<file path="src/rtl/lsl_pkg.sv">
package lsl_pkg;

	localparam int unsigned ChW = 8;
	localparam int unsigned NumW = 2 * ChW;
	localparam int unsigned DivStages = 4;
	localparam int unsigned StepsPerStage = ChW / DivStages;
	localparam int unsigned DivLat = DivStages + 1;

	typedef enum logic [1:0] {
		REG_SAT_THR = 2'd0,
		REG_OFFSET  = 2'd1,
		REG_SPAN    = 2'd2
	} reg_idx_t;

	typedef struct packed {
		logic [3*ChW-1:0] pix;
		logic             keep;
		logic             zero;
		logic [ChW-1:0]   target;
	} side_t;

	typedef struct packed {
		side_t          side;
		logic [ChW-1:0] light;
	} front_t;

endpackage

</file>
<file path="src/rtl/low_saturation_lightness_flip.sv">
// Low-saturation lightness flip. One 24-bit RGB pixel per request, one result per
// request, a new request may come on every clock (busy is always low). The result
// appears on pixel_out / kept_unchanged for exactly one cycle with done high, after
// these stages in order: four stages find lightness, the saturation test and
// the target level, one stage forms the channel products, five stages run the three
// channel dividers (an entry stage, then two quotient bits per stage), and one output register. The
// receiver cannot stall, so the pipeline simply advances every cycle. Write the
// cfg registers only while no request is in flight.
module low_saturation_lightness_flip (
	input  logic        clk,
	input  logic        arst_n,
	input  logic        start,
	output logic        busy,
	input  logic [23:0] pixel_in,
	output logic        done,
	output logic [23:0] pixel_out,
	output logic        kept_unchanged,
	input  logic        cfg_we,
	input  logic [1:0]  cfg_addr,
	input  logic [7:0]  cfg_wdata
);
	import lsl_pkg::*;

	// configuration registers
	logic [ChW-1:0] sat_thr_q, offset_q, span_q;

	always_ff @(posedge clk or negedge arst_n) begin
		if (!arst_n) begin
			sat_thr_q <= ChW'(40);
			offset_q <= ChW'(229);
			span_q <= ChW'(199);
		end else if (cfg_we) begin
			// unused index falls through and is ignored
			unique case (cfg_addr)
				REG_SAT_THR: sat_thr_q <= cfg_wdata;
				REG_OFFSET:  offset_q <= cfg_wdata;
				REG_SPAN:    span_q <= cfg_wdata;
				default: ;
			endcase
		end
	end

	// nothing stalls the pipe
	assign busy = 1'b0;

	logic   front_valid;
	front_t front;

	lsl_front u_front (
		.clk      (clk),
		.arst_n   (arst_n),
		.in_valid (start && !busy),
		.pixel_in (pixel_in),
		.sat_thr  (sat_thr_q),
		.offset   (offset_q),
		.span     (span_q),
		.out_valid(front_valid),
		.out_data (front)
	);

	// stage 5: channel times target; a zero-lightness pixel divides by one, result is overridden
	logic            v_s5;
	side_t           side_s5;
	logic [ChW-1:0]  light_s5;
	logic [NumW-1:0] prod_s5 [3];

	always_ff @(posedge clk or negedge arst_n) begin
		if (!arst_n) begin
			v_s5 <= 1'b0;
		end else begin
			v_s5 <= front_valid;
		end
	end
	always_ff @(posedge clk) begin
		side_s5 <= front.side;
		light_s5 <= front.side.zero ? ChW'(1) : front.light;
		for (int c = 0; c < 3; c++) begin
			prod_s5[c] <= NumW'(front.side.pix[c*ChW +: ChW]) * NumW'(front.side.target);
		end
	end

	// three divider lanes, blue in lane 0
	logic [ChW-1:0] quo [3];

	for (genvar c = 0; c < 3; c++) begin : g_lane
		lsl_div u_div (
			.clk(clk),
			.num(prod_s5[c]),
			.den(light_s5),
			.quo(quo[c])
		);
	end

	// sideband follows the divider latency
	logic  v_sd [DivLat];
	side_t side_sd [DivLat];

	always_ff @(posedge clk or negedge arst_n) begin
		if (!arst_n) begin
			for (int i = 0; i < DivLat; i++) begin
				v_sd[i] <= 1'b0;
			end
		end else begin
			v_sd[0] <= v_s5;
			for (int i = 1; i < DivLat; i++) begin
				v_sd[i] <= v_sd[i-1];
			end
		end
	end
	always_ff @(posedge clk) begin
		side_sd[0] <= side_s5;
		for (int i = 1; i < DivLat; i++) begin
			side_sd[i] <= side_sd[i-1];
		end
	end

	// output register: passthrough, gray for zero lightness, else scaled channels
	side_t          side_last;
	logic [23:0]    result;
	logic           done_q, kept_q;
	logic [23:0]    pix_q;

	assign side_last = side_sd[DivLat-1];

	always_comb begin
		if (side_last.keep) begin
			result = side_last.pix;
		end else if (side_last.zero) begin
			result = {side_last.target, side_last.target, side_last.target};
		end else begin
			result = {quo[2], quo[1], quo[0]};
		end
	end

	always_ff @(posedge clk or negedge arst_n) begin
		if (!arst_n) begin
			done_q <= 1'b0;
		end else begin
			done_q <= v_sd[DivLat-1];
		end
	end
	always_ff @(posedge clk) begin
		pix_q <= result;
		kept_q <= side_last.keep;
	end

	assign done = done_q;
	assign pixel_out = pix_q;
	assign kept_unchanged = kept_q;

	// every request comes out after the fixed latency
	a_latency: assert property (@(posedge clk) disable iff (!arst_n)
		(start && !busy) |-> ##11 done)
		else $error("request lost in pipeline");

	// no result without a matching request
	a_no_phantom: assert property (@(posedge clk) disable iff (!arst_n)
		done |-> $past(start && !busy, 11))
		else $error("result without request");

	// passthrough returns the original pixel
	a_keep_pix: assert property (@(posedge clk) disable iff (!arst_n)
		(done && kept_unchanged) |-> (pixel_out == $past(pixel_in, 11)))
		else $error("kept pixel altered");
endmodule

</file>
<file path="src/rtl/lsl_front.sv">
module lsl_front (
	input  logic                        clk,
	input  logic                        arst_n,
	input  logic                        in_valid,
	input  logic [3*lsl_pkg::ChW-1:0]   pixel_in,
	input  logic [lsl_pkg::ChW-1:0]     sat_thr,
	input  logic [lsl_pkg::ChW-1:0]     offset,
	input  logic [lsl_pkg::ChW-1:0]     span,
	output logic                        out_valid,
	output lsl_pkg::front_t             out_data
);
	import lsl_pkg::*;

	logic [ChW-1:0] r, g, b, hi, lo, rg_hi, rg_lo;
	logic           v_s1, v_s2, v_s3, v_s4;
	logic [3*ChW-1:0] pix_s1, pix_s2, pix_s3;
	logic [ChW-1:0] hi_s1, lo_s1;
	logic [ChW:0]   sum;
	logic [ChW-1:0] den, dif_s2, den_s2, light_s2, light_s3;
	logic [NumW-1:0] sat_num_s3, drop_prod_s3;
	logic [NumW:0]  thr_prod_s3;
	logic [NumW:0]  drop_sum;
	logic [ChW-1:0] drop, target;
	front_t         front_s4;

	assign r = pixel_in[3*ChW-1:2*ChW];
	assign g = pixel_in[2*ChW-1:ChW];
	assign b = pixel_in[ChW-1:0];
	assign rg_hi = (r > g) ? r : g;
	assign rg_lo = (r < g) ? r : g;
	assign hi = (rg_hi > b) ? rg_hi : b;
	assign lo = (rg_lo < b) ? rg_lo : b;

	// stage 1: channel extremes
	always_ff @(posedge clk or negedge arst_n) begin
		if (!arst_n) begin
			v_s1 <= 1'b0;
		end else begin
			v_s1 <= in_valid;
		end
	end
	always_ff @(posedge clk) begin
		pix_s1 <= pixel_in;
		hi_s1 <= hi;
		lo_s1 <= lo;
	end

	// stage 2: lightness and saturation denominator
	assign sum = {1'b0, hi_s1} + {1'b0, lo_s1};
	always_comb begin
		if (sum <= (ChW+1)'(255)) begin
			den = sum[ChW-1:0];
		end else begin
			den = ChW'((ChW+1)'(510) - sum);
		end
		if (den == '0) begin
			den = ChW'(1);
		end
	end
	always_ff @(posedge clk or negedge arst_n) begin
		if (!arst_n) begin
			v_s2 <= 1'b0;
		end else begin
			v_s2 <= v_s1;
		end
	end
	always_ff @(posedge clk) begin
		pix_s2 <= pix_s1;
		dif_s2 <= hi_s1 - lo_s1;
		den_s2 <= den;
		light_s2 <= sum[ChW:1];
	end

	// stage 3: products for the threshold test and the lightness drop
	always_ff @(posedge clk or negedge arst_n) begin
		if (!arst_n) begin
			v_s3 <= 1'b0;
		end else begin
			v_s3 <= v_s2;
		end
	end
	always_ff @(posedge clk) begin
		pix_s3 <= pix_s2;
		light_s3 <= light_s2;
		sat_num_s3 <= NumW'(dif_s2) * NumW'(255);
		thr_prod_s3 <= ((NumW+1)'(sat_thr) + (NumW+1)'(1)) * (NumW+1)'(den_s2);
		drop_prod_s3 <= NumW'(span) * NumW'(light_s2);
	end

	// stage 4: sat > thr is the same as dif*255 >= (thr+1)*den; x/255 by reciprocal
	assign drop_sum = (NumW+1)'(drop_prod_s3) + (NumW+1)'(1)
		+ (NumW+1)'(drop_prod_s3 >> ChW);
	assign drop = drop_sum[2*ChW-1:ChW];
	assign target = (drop > offset) ? '0 : offset - drop;

	always_ff @(posedge clk or negedge arst_n) begin
		if (!arst_n) begin
			v_s4 <= 1'b0;
		end else begin
			v_s4 <= v_s3;
		end
	end
	always_ff @(posedge clk) begin
		front_s4.side.pix <= pix_s3;
		front_s4.side.keep <= ((NumW+1)'(sat_num_s3) >= thr_prod_s3);
		front_s4.side.zero <= (light_s3 == '0);
		front_s4.side.target <= target;
		front_s4.light <= light_s3;
	end

	assign out_valid = v_s4;
	assign out_data = front_s4;
endmodule

</file>
<file path="src/rtl/lsl_div.sv">
module lsl_div (
	input  logic                       clk,
	input  logic [lsl_pkg::NumW-1:0]   num,
	input  logic [lsl_pkg::ChW-1:0]    den,
	output logic [lsl_pkg::ChW-1:0]    quo
);
	import lsl_pkg::*;

	logic [NumW-1:0] rem_s [DivStages+1];
	logic [ChW-1:0]  quo_s [DivStages+1];
	logic [ChW-1:0]  den_s [DivStages+1];
	logic            ovf_s [DivStages+1];

	// entry stage: quotients past the channel range clamp, so flag them here
	always_ff @(posedge clk) begin
		rem_s[0] <= num;
		quo_s[0] <= '0;
		den_s[0] <= den;
		ovf_s[0] <= (num >= {den, ChW'(0)});
	end

	for (genvar s = 0; s < DivStages; s++) begin : g_stage
		logic [NumW-1:0] rem_n;
		logic [ChW-1:0]  quo_n;

		always_comb begin
			logic [NumW-1:0] shifted;
			rem_n = rem_s[s];
			quo_n = quo_s[s];
			for (int j = 0; j < StepsPerStage; j++) begin
				shifted = NumW'(den_s[s]) << (ChW - 1 - s * StepsPerStage - j);
				if (rem_n >= shifted) begin
					rem_n = rem_n - shifted;
					quo_n[ChW - 1 - s * StepsPerStage - j] = 1'b1;
				end
			end
		end

		always_ff @(posedge clk) begin
			rem_s[s+1] <= rem_n;
			quo_s[s+1] <= quo_n;
			den_s[s+1] <= den_s[s];
			ovf_s[s+1] <= ovf_s[s];
		end
	end

	assign quo = ovf_s[DivStages] ? '1 : quo_s[DivStages];
endmodule

</file>
<file path="config.mk">
export PLATFORM = sky130hd
export DESIGN_NAME = low_saturation_lightness_flip
export DESIGN_NICKNAME = d
export VERILOG_FILES = /design/src/rtl/lsl_pkg.sv /design/src/rtl/low_saturation_lightness_flip.sv /design/src/rtl/lsl_front.sv /design/src/rtl/lsl_div.sv
export SDC_FILE = /design/constraint.sdc
export NUM_CORES = 2
export LEC_CHECK = 0
export CORE_ASPECT_RATIO = 0.75
export CORE_MARGIN = 10
export CORE_UTILIZATION = 45
export CTS_BUF_LIST = sky130_fd_sc_hd__clkbuf_8
export CTS_CLUSTER_SIZE = 28
export DETAILED_ROUTE_END_ITERATION = 12
export DONT_BUFFER_PORTS = 1
export GPL_TIMING_DRIVEN = 0
export HOLD_SLACK_MARGIN = 0.15
export PLACE_DENSITY = 0.68
export SLEW_MARGIN = 40
export SYNTH_ARGS = -nofsm -noshare
export SYNTH_HDL_FRONTEND = slang
export SYNTH_HIERARCHICAL = 1
export SYNTH_SLANG_ARGS = --single-unit
</file>
<file path="constraint.sdc">
create_clock -name clk -period 5.7 [get_ports clk]
set_clock_uncertainty 0.1 [all_clocks]
set_input_delay 0 -clock clk [delete_from_list [all_inputs] [get_ports clk]]
set_output_delay 0 -clock clk [all_outputs]
set_load 0.005 [all_outputs]
</file>
==> After elaboration in Yosys (flattened, before gate mapping) <==
Memory sizes are Yosys's and may differ from the RTL's.
Index checks and enable logic that the tools add are counted.
{ "word_totals": {"memories": 14, "regBits": 313, "mem_bits_rw": 713, "word_cells": 189, "input_bits": 38, "out_inout_bits": 27} }
{ "classes": {"n_reduce_logical": 6, "n_addsub": 31, "magnitude_cmp": 34, "n_eq_ne": 2, "mul": 6, "n_mux": 58} }
{ "mem_list": {"columns": ["name", "depth", "word_bits", "read_ports", "rd_ports_with_merged_regs", "write_ports", "line", "rtl"], "rows": [
  ["side_sd", 5, 34, 5, 0, 5, "low_saturation_lightness_flip.sv:96", "side_t side_sd [DivLat];"],
  ["g_lane[0].u_div.rem_s", 5, 16, 4, 0, 5, "lsl_div.sv:9", "logic [NumW-1:0] rem_s [DivStages+1];"],
  ["g_lane[1].u_div.rem_s", 5, 16, 4, 0, 5, "lsl_div.sv:9", null],
  ["g_lane[2].u_div.rem_s", 5, 16, 4, 0, 5, "lsl_div.sv:9", null],
  ["prod_s5", 3, 16, 3, 0, 3, "low_saturation_lightness_flip.sv:65", "logic [NumW-1:0] prod_s5 [3];"],
  ["g_lane[0].u_div.den_s", 5, 8, 4, 0, 5, "lsl_div.sv:11", "logic [ChW-1:0] den_s [DivStages+1];"],
  ["8 more memories", null, null, null, null, null, null, null]
]} }
{ "op_table": {"columns": ["cell", "count"], "rows": [
  ["$mux 16", 24],
  ["$mul 8x8->16", 4],
  ["$mux 8", 8],
  ["$ge 16x10->1", 3],
  ["$ge 16x11->1", 3],
  ["$ge 16x12->1", 3],
  ["$ge 16x13->1", 3],
  ["$ge 16x14->1", 3],
  ["$ge 16x15->1", 3],
  ["$ge 16x16->1", 3],
  ["$ge 16x8->1", 3],
  ["$ge 16x9->1", 3],
  ["$mux 24", 2],
  ["$sub 16x10->16", 3],
  ["$sub 16x11->16", 3],
  ["$sub 16x12->16", 3],
  ["$sub 16x13->16", 3],
  ["$sub 16x14->16", 3],
  ["$sub 16x15->16", 3],
  ["$sub 16x8->16", 3],
  ["$sub 16x9->16", 3],
  ["$gt 8x8->1", 3],
  ["$mux 1", 24],
  ["$ge 16x17->1", 1],
  ["15 further kinds", 20]
]} }

==> Depth between registers and ports, before layout <==
An unclocked memory read counts as a cell.
{ "depth": {"depth_word": 5, "depth_mapped": 21, "ltp_nobuf": 19} }

==> By module <==
The synthesis kept the hierarchy.
{ "modules_own_cells": {"columns": ["mod", "instances", "area_per_inst_um2", "cells_each", "seq_area_each_um2"], "rows": [
  ["low_saturation_lightness_flip", 1, 13989.7, 1227, 6496.2],
  ["lsl_front", 1, 13391.6, 1311, 4324.1],
  ["lsl_div at g_lane[2].u_div", 1, 6745.2, 733, 2422.3],
  ["lsl_div at g_lane[1].u_div", 1, 6642.6, 711, 2422.3],
  ["lsl_div at g_lane[0].u_div", 1, 6617.6, 730, 2422.3]
]} }

==> Least setup slack after synthesis <==
No wires, ideal clock.
{ "synth_path": {"path_type": "register -> register", "start": "register sat_thr_q[0]", "end": "register u_front.thr_prod_s3[15]", "arrival_time_ns": 4.651, "path_stages_with_launch": 19, "required_time_ns": 5.477, "n_path_buf": 0, "path_slack_ns": 0.825, "path_cell_list": "dfrtp_1 ha_1 nand3_1 xor2_1 nand2b_1 fa_1 fa_1 inv_1 fa_1 inv_1 fa_1 inv_1 ha_1 a21boi_0 o21ai_0 a22oi_1 a211oi_1 a21oi_1 xor2_1"} }
{ "synth_via": {"elab_chain_cells": 2} }
{ "synth_lines": {"columns": ["element", "line", "rtl"], "rows": [
  ["from (decl)", "low_saturation_lightness_flip.sv:25", "logic [ChW-1:0] sat_thr_q, offset_q, span_q;"],
  ["from (signal assigned)", "low_saturation_lightness_flip.sv:29", "sat_thr_q <= ChW'(40);"],
  ["from (signal assigned)", "low_saturation_lightness_flip.sv:35", "REG_SAT_THR: sat_thr_q <= cfg_wdata;"],
  ["$add 8x1->9", "lsl_front.sv:86", "thr_prod_s3 <= ((NumW+1)'(sat_thr) + (NumW+1)'(1)) * (NumW+1)'(den_s2);"],
  ["$mul 17x8->17", "lsl_front.sv:86", null],
  ["to (signal assigned)", "lsl_front.sv:86", null],
  ["to (decl)", "lsl_front.sv:21", "logic [NumW:0] thr_prod_s3;"]
]} }
No other way between the ends.
A chain may end at the register's enable or synchronous reset.

==> Worst setup path after layout <==
Same ends and word-level chain as after synthesis.

==> results list <==
- Gate count of the mapped netlist: between 4000 and 5000
* Normalized max-slew margin: 46.5%
- Ranked by total cell area, the synthesized netlist is headed by dfxtp_1, ha_1, fa_1.
- Across all layers, the routed design uses 32659 vias.
- Worst path cell trace: ha_1 -> xor2_1 -> nand2_1 -> fa_1 -> fa_1 -> inv_1 -> fa_1 -> inv_1 -> fa_1 -> inv_1 -> ha_1 -> a21boi_0 -> o21ai_0 -> a22oi_1 -> a211oi_1 -> a21oi_1 -> xor2_1
- Type of the worst min-delay path: reg2reg
- Summing the areas of all compound-gate instances in the mapped netlist gives between 10% and 20% of the synthesized area.
- The count of final hold-check violations is 0.
- Max stage delay on crit path: roughly 0.53 ns
- The net count of the finished layout is about 5700.
- Post-Layout Cell Count: 6470
- For this run, the total global-route usage over all layers was measured as 17.0%.
* Number of antenna violations at the first check in global routing: 10
- Vias in the first global route: between 30000 and 40000
- After synthesis, the largest family of logic cells by area is adder cells.
- Sequential fraction of the synthesis area: 38.2%
* Top layer reached by signal wires: met5
* Leading post-synthesis cells by instance count: dfxtp_1, inv_1, ha_1
* Highest Clock Rate: roughly 0.19 GHz
- Counting the buffers created by CTS gives approximately 130.
- Category of the most critical setup path: reg2reg
- Distinct cells, synth: approximately 120
- Placer Congestion: 0.876
- Setup repair after global routing could not meet its margin everywhere.
- Tightest Pin Transition: 0.796 ns
- Count of flip-flops with a built-in enable after synthesis: 0
- Most numerous cell in the Yosys netlist: dfxtp_1
- Routed length on met1: approximately 52000 um
* Outcome: finished, final reports clean
- In the final layout, the share of cells above drive strength 1 is 8.96%.
- Relative to the synthesized area, the layout overhead comes to 12.4%.
- Main synth FF type: dfxtp_1
* Maximum number of pins on one net before global-route repair: 36
- Of all flip-flops after synthesis, the portion carrying an async set or reset was under 10%.
* Vias per inst: a little over 5
- The pre-antenna-repair detailed-routing pass consisted of 5 iterations.
- Multiplexer share of the synthesized area: roughly 4.1%
* Number of max-capacitance violations reported: 0
- The die covers about 0.12 mm2.
* Half-perimeter wire length after placement: 77500 um
- Worst Path Max Fanout: 12
- The first global-routing pass estimated around 170000 um of wire.
* Fraction of the cycle the final worst path needs: between 90% and 100%
* Placement Rows: a little over 100
* Starting DRC count in detailed routing: around 2000
- Once detail routing completed, the nets flagged for antenna violations numbered 0.
- Total of warnings raised by yosys: 6
- TritonCTS built the clock tree.
* Sort of element at the end of the critical path: register
- Die span in y: about 300 um
- The routed design could run at a clock period as short as about 5.4 ns.
* Wire length per cell after detailed routing: 15.6 um
* Register clock-pin slew on the reported worst setup and hold paths: 0.06 ns
- In the detailed route, the total length drawn on met2 is 40700 um.
- I/O pin count: 65
- Number of synthesized register bits: 894
* Count of final max-slew check failures: 0
- At the later pin of the worst-skew pair, clock insertion delay measures ~0.85 ns.
- Worst Setup Start Kind: register
* Dominant cell type by area after synthesis: dfxtp_1
* Overall die width: a little under 400 um
* Data required time of the worst path: about 6.3 ns
* Effective utilization at floorplan: 45.6%
- Proportion of netlist area held by the largest area contributor: a little over a third
- The largest individual stage delay along the critical path comes from the cell xor2_1.
* Synthesized area per cell: 10.1 um2
- Placed instance count: slightly above 6000
* Root buffer cell: clkbuf_8
- Counting every net in the synthesized netlist gives 5494.
- In this run the tool buffered the top-level ports with 0 buffer cells.
* DR DRC count: 0
* Total wire length after detailed routing: 101000 um
* Number of buffers on the longest clock path: 3
- GRT overflow: 0
* Final setup vio count: 0
* Data arrival time of the critical path: ~6 ns
- Post-Syn Area: about 0.047 mm2
* Core area: a little over 0.1 mm2
- H-tree depth: 4
* Met3 routed wirelength: about 5500 um
- The synthesized netlist devotes a little under a quarter of its cell area to adder and majority cells.
- Simple-gate portion of the synthesized area: approximately 14%
- The most numerous cell type found on the critical path is fa_1.
- Count of clock tree sinks: 894
- Post-Synth XOR/XNOR Area: roughly 3.9%
-- per-layer routing --
layer	vias to the layer above	global-route usage, %
met5	-	0
li1	16424	-
met1	15364	25.4
met2	724	24.4
met4	2	5.26
met3	145	3.33
-- stage by stage --
stage               utilization [%]  cell area (um2)  setup WS [ns]  setup TNS [ns]  hold slack, ns
global placement               47.3            49100       0.000889               0          -0.395
finish                         51.3            53300          0.318               0           0.195
floorplan                         -            47400          0.825               0          -0.396
CTS                            51.2            53200        0.00197               0           0.162
detailed placement             47.3            49100         0.0360               0          -0.395
global route                   51.3            53300        -0.0223         -0.0223           0.200
-- worst paths after layout --
kind | cells past startpoint | slack (ns) | startpoint | end
max | 17 | 0.32 | sat_thr_q[0]$_DFFE_PN0P_ | u_front/thr_prod_s3[15]$_DFF_P_
max in group asynchronous | 5 | 4.57 | arst_n | sat_thr_q[5]$_DFFE_PN1P_
min | 0 | 0.19 | side_sd[0][59]$_DFF_P_ | side_sd[0][93]$_DFF_P_
max reg2reg | 17 | 0.32 | sat_thr_q[0]$_DFFE_PN0P_ | u_front/thr_prod_s3[15]$_DFF_P_
min in group asynchronous | 5 | 0.68 | arst_n | offset_q[4]$_DFFE_PN0P_
min reg2reg | 0 | 0.19 | side_sd[0][59]$_DFF_P_ | side_sd[0][93]$_DFF_P_
-- cell type report --
cell class	count	area, um2
fill	9354	50600
multi-input combinational	3170	26900
sequential	894	18100
inverter	578	2170
clock buffer	157	2160
tap	1404	1760
timing repair buffer	106	1080
clock inverter	80	810
buffer	70	327
antenna	11	27.5
-- critical path, delay by kind of cell, from the launching register on --
kind,cells,cell delay (ns)
simple gates,1,0.17
compound gates,5,1.12
flops,1,0.50
fa+ha+maj,6,2.53
xor+xnor,2,0.70
buf+inv,3,0.14
-- state kept, by name, summed over array words and instances (netlist names), 15 cells and up --
register,flops
g_lane.u_div/den_s,96
side_s5,34
u_front/pix_s1,24
g_lane.u_div/rem_s,192
g_lane.u_div/quo_s,60
prod_s5,48
u_front/pix_s2,24
u_front/out_data,42
u_front/thr_prod_s3,17
u_front/sat_num_s3,16
side_sd,170
u_front/pix_s3,24
pixel_out,24
u_front/drop_prod_s3,16
g_lane.u_div/ovf_s,15
-- kinds of logic after synthesis --
group           count (synthesis)
flops                         894
other cells                     1
mux                           172
compound gates                771
xor+xnor                      204
buf+inv                       648
simple gates                 1278
fa+ha+maj                     744
-- layout by cell type (no fill, tap or decap), types with 39 or more instances in the layout --
master | netlist | final
clkbuf_8 | 0 | 157
xnor2_1 | 139 | 138
xor2_1 | 61 | 58
o21ai_0 | 183 | 183
fa_1 | 240 | 240
dfxtp_1 | 859 | 859
nand4_1 | 39 | 39
nor2_1 | 258 | 257
mux2i_1 | 53 | 53
o21a_1 | 63 | 63
mux2_2 | 96 | 96
nand2b_1 | 47 | 47
inv_1 | 572 | 607
clkbuf_1 | 45 | 45
nand3_1 | 52 | 52
nand2_1 | 267 | 267
a21oi_1 | 204 | 203
a21o_1 | 59 | 59
dlygate4sd3_1 | 0 | 102
ha_1 | 504 | 504
or2_2 | 40 | 40
and2_1 | 206 | 206
nor2b_1 | 118 | 118
nor3_1 | 78 | 78
-- what timing repair did --
action | CTS | global route
endpoints found under the setup margin | 1 | 13
buffers inserted | 0 | 2
pin swaps | 0 | 2
hold endpoints to repair | 100 | 0
hold buffers | 104 | 0
gates resized for setup | 1 | 7
Power is left out: the tool's default activity adds up to more than one toggle a clock period on the data nets, which glitch-free logic cannot reach.
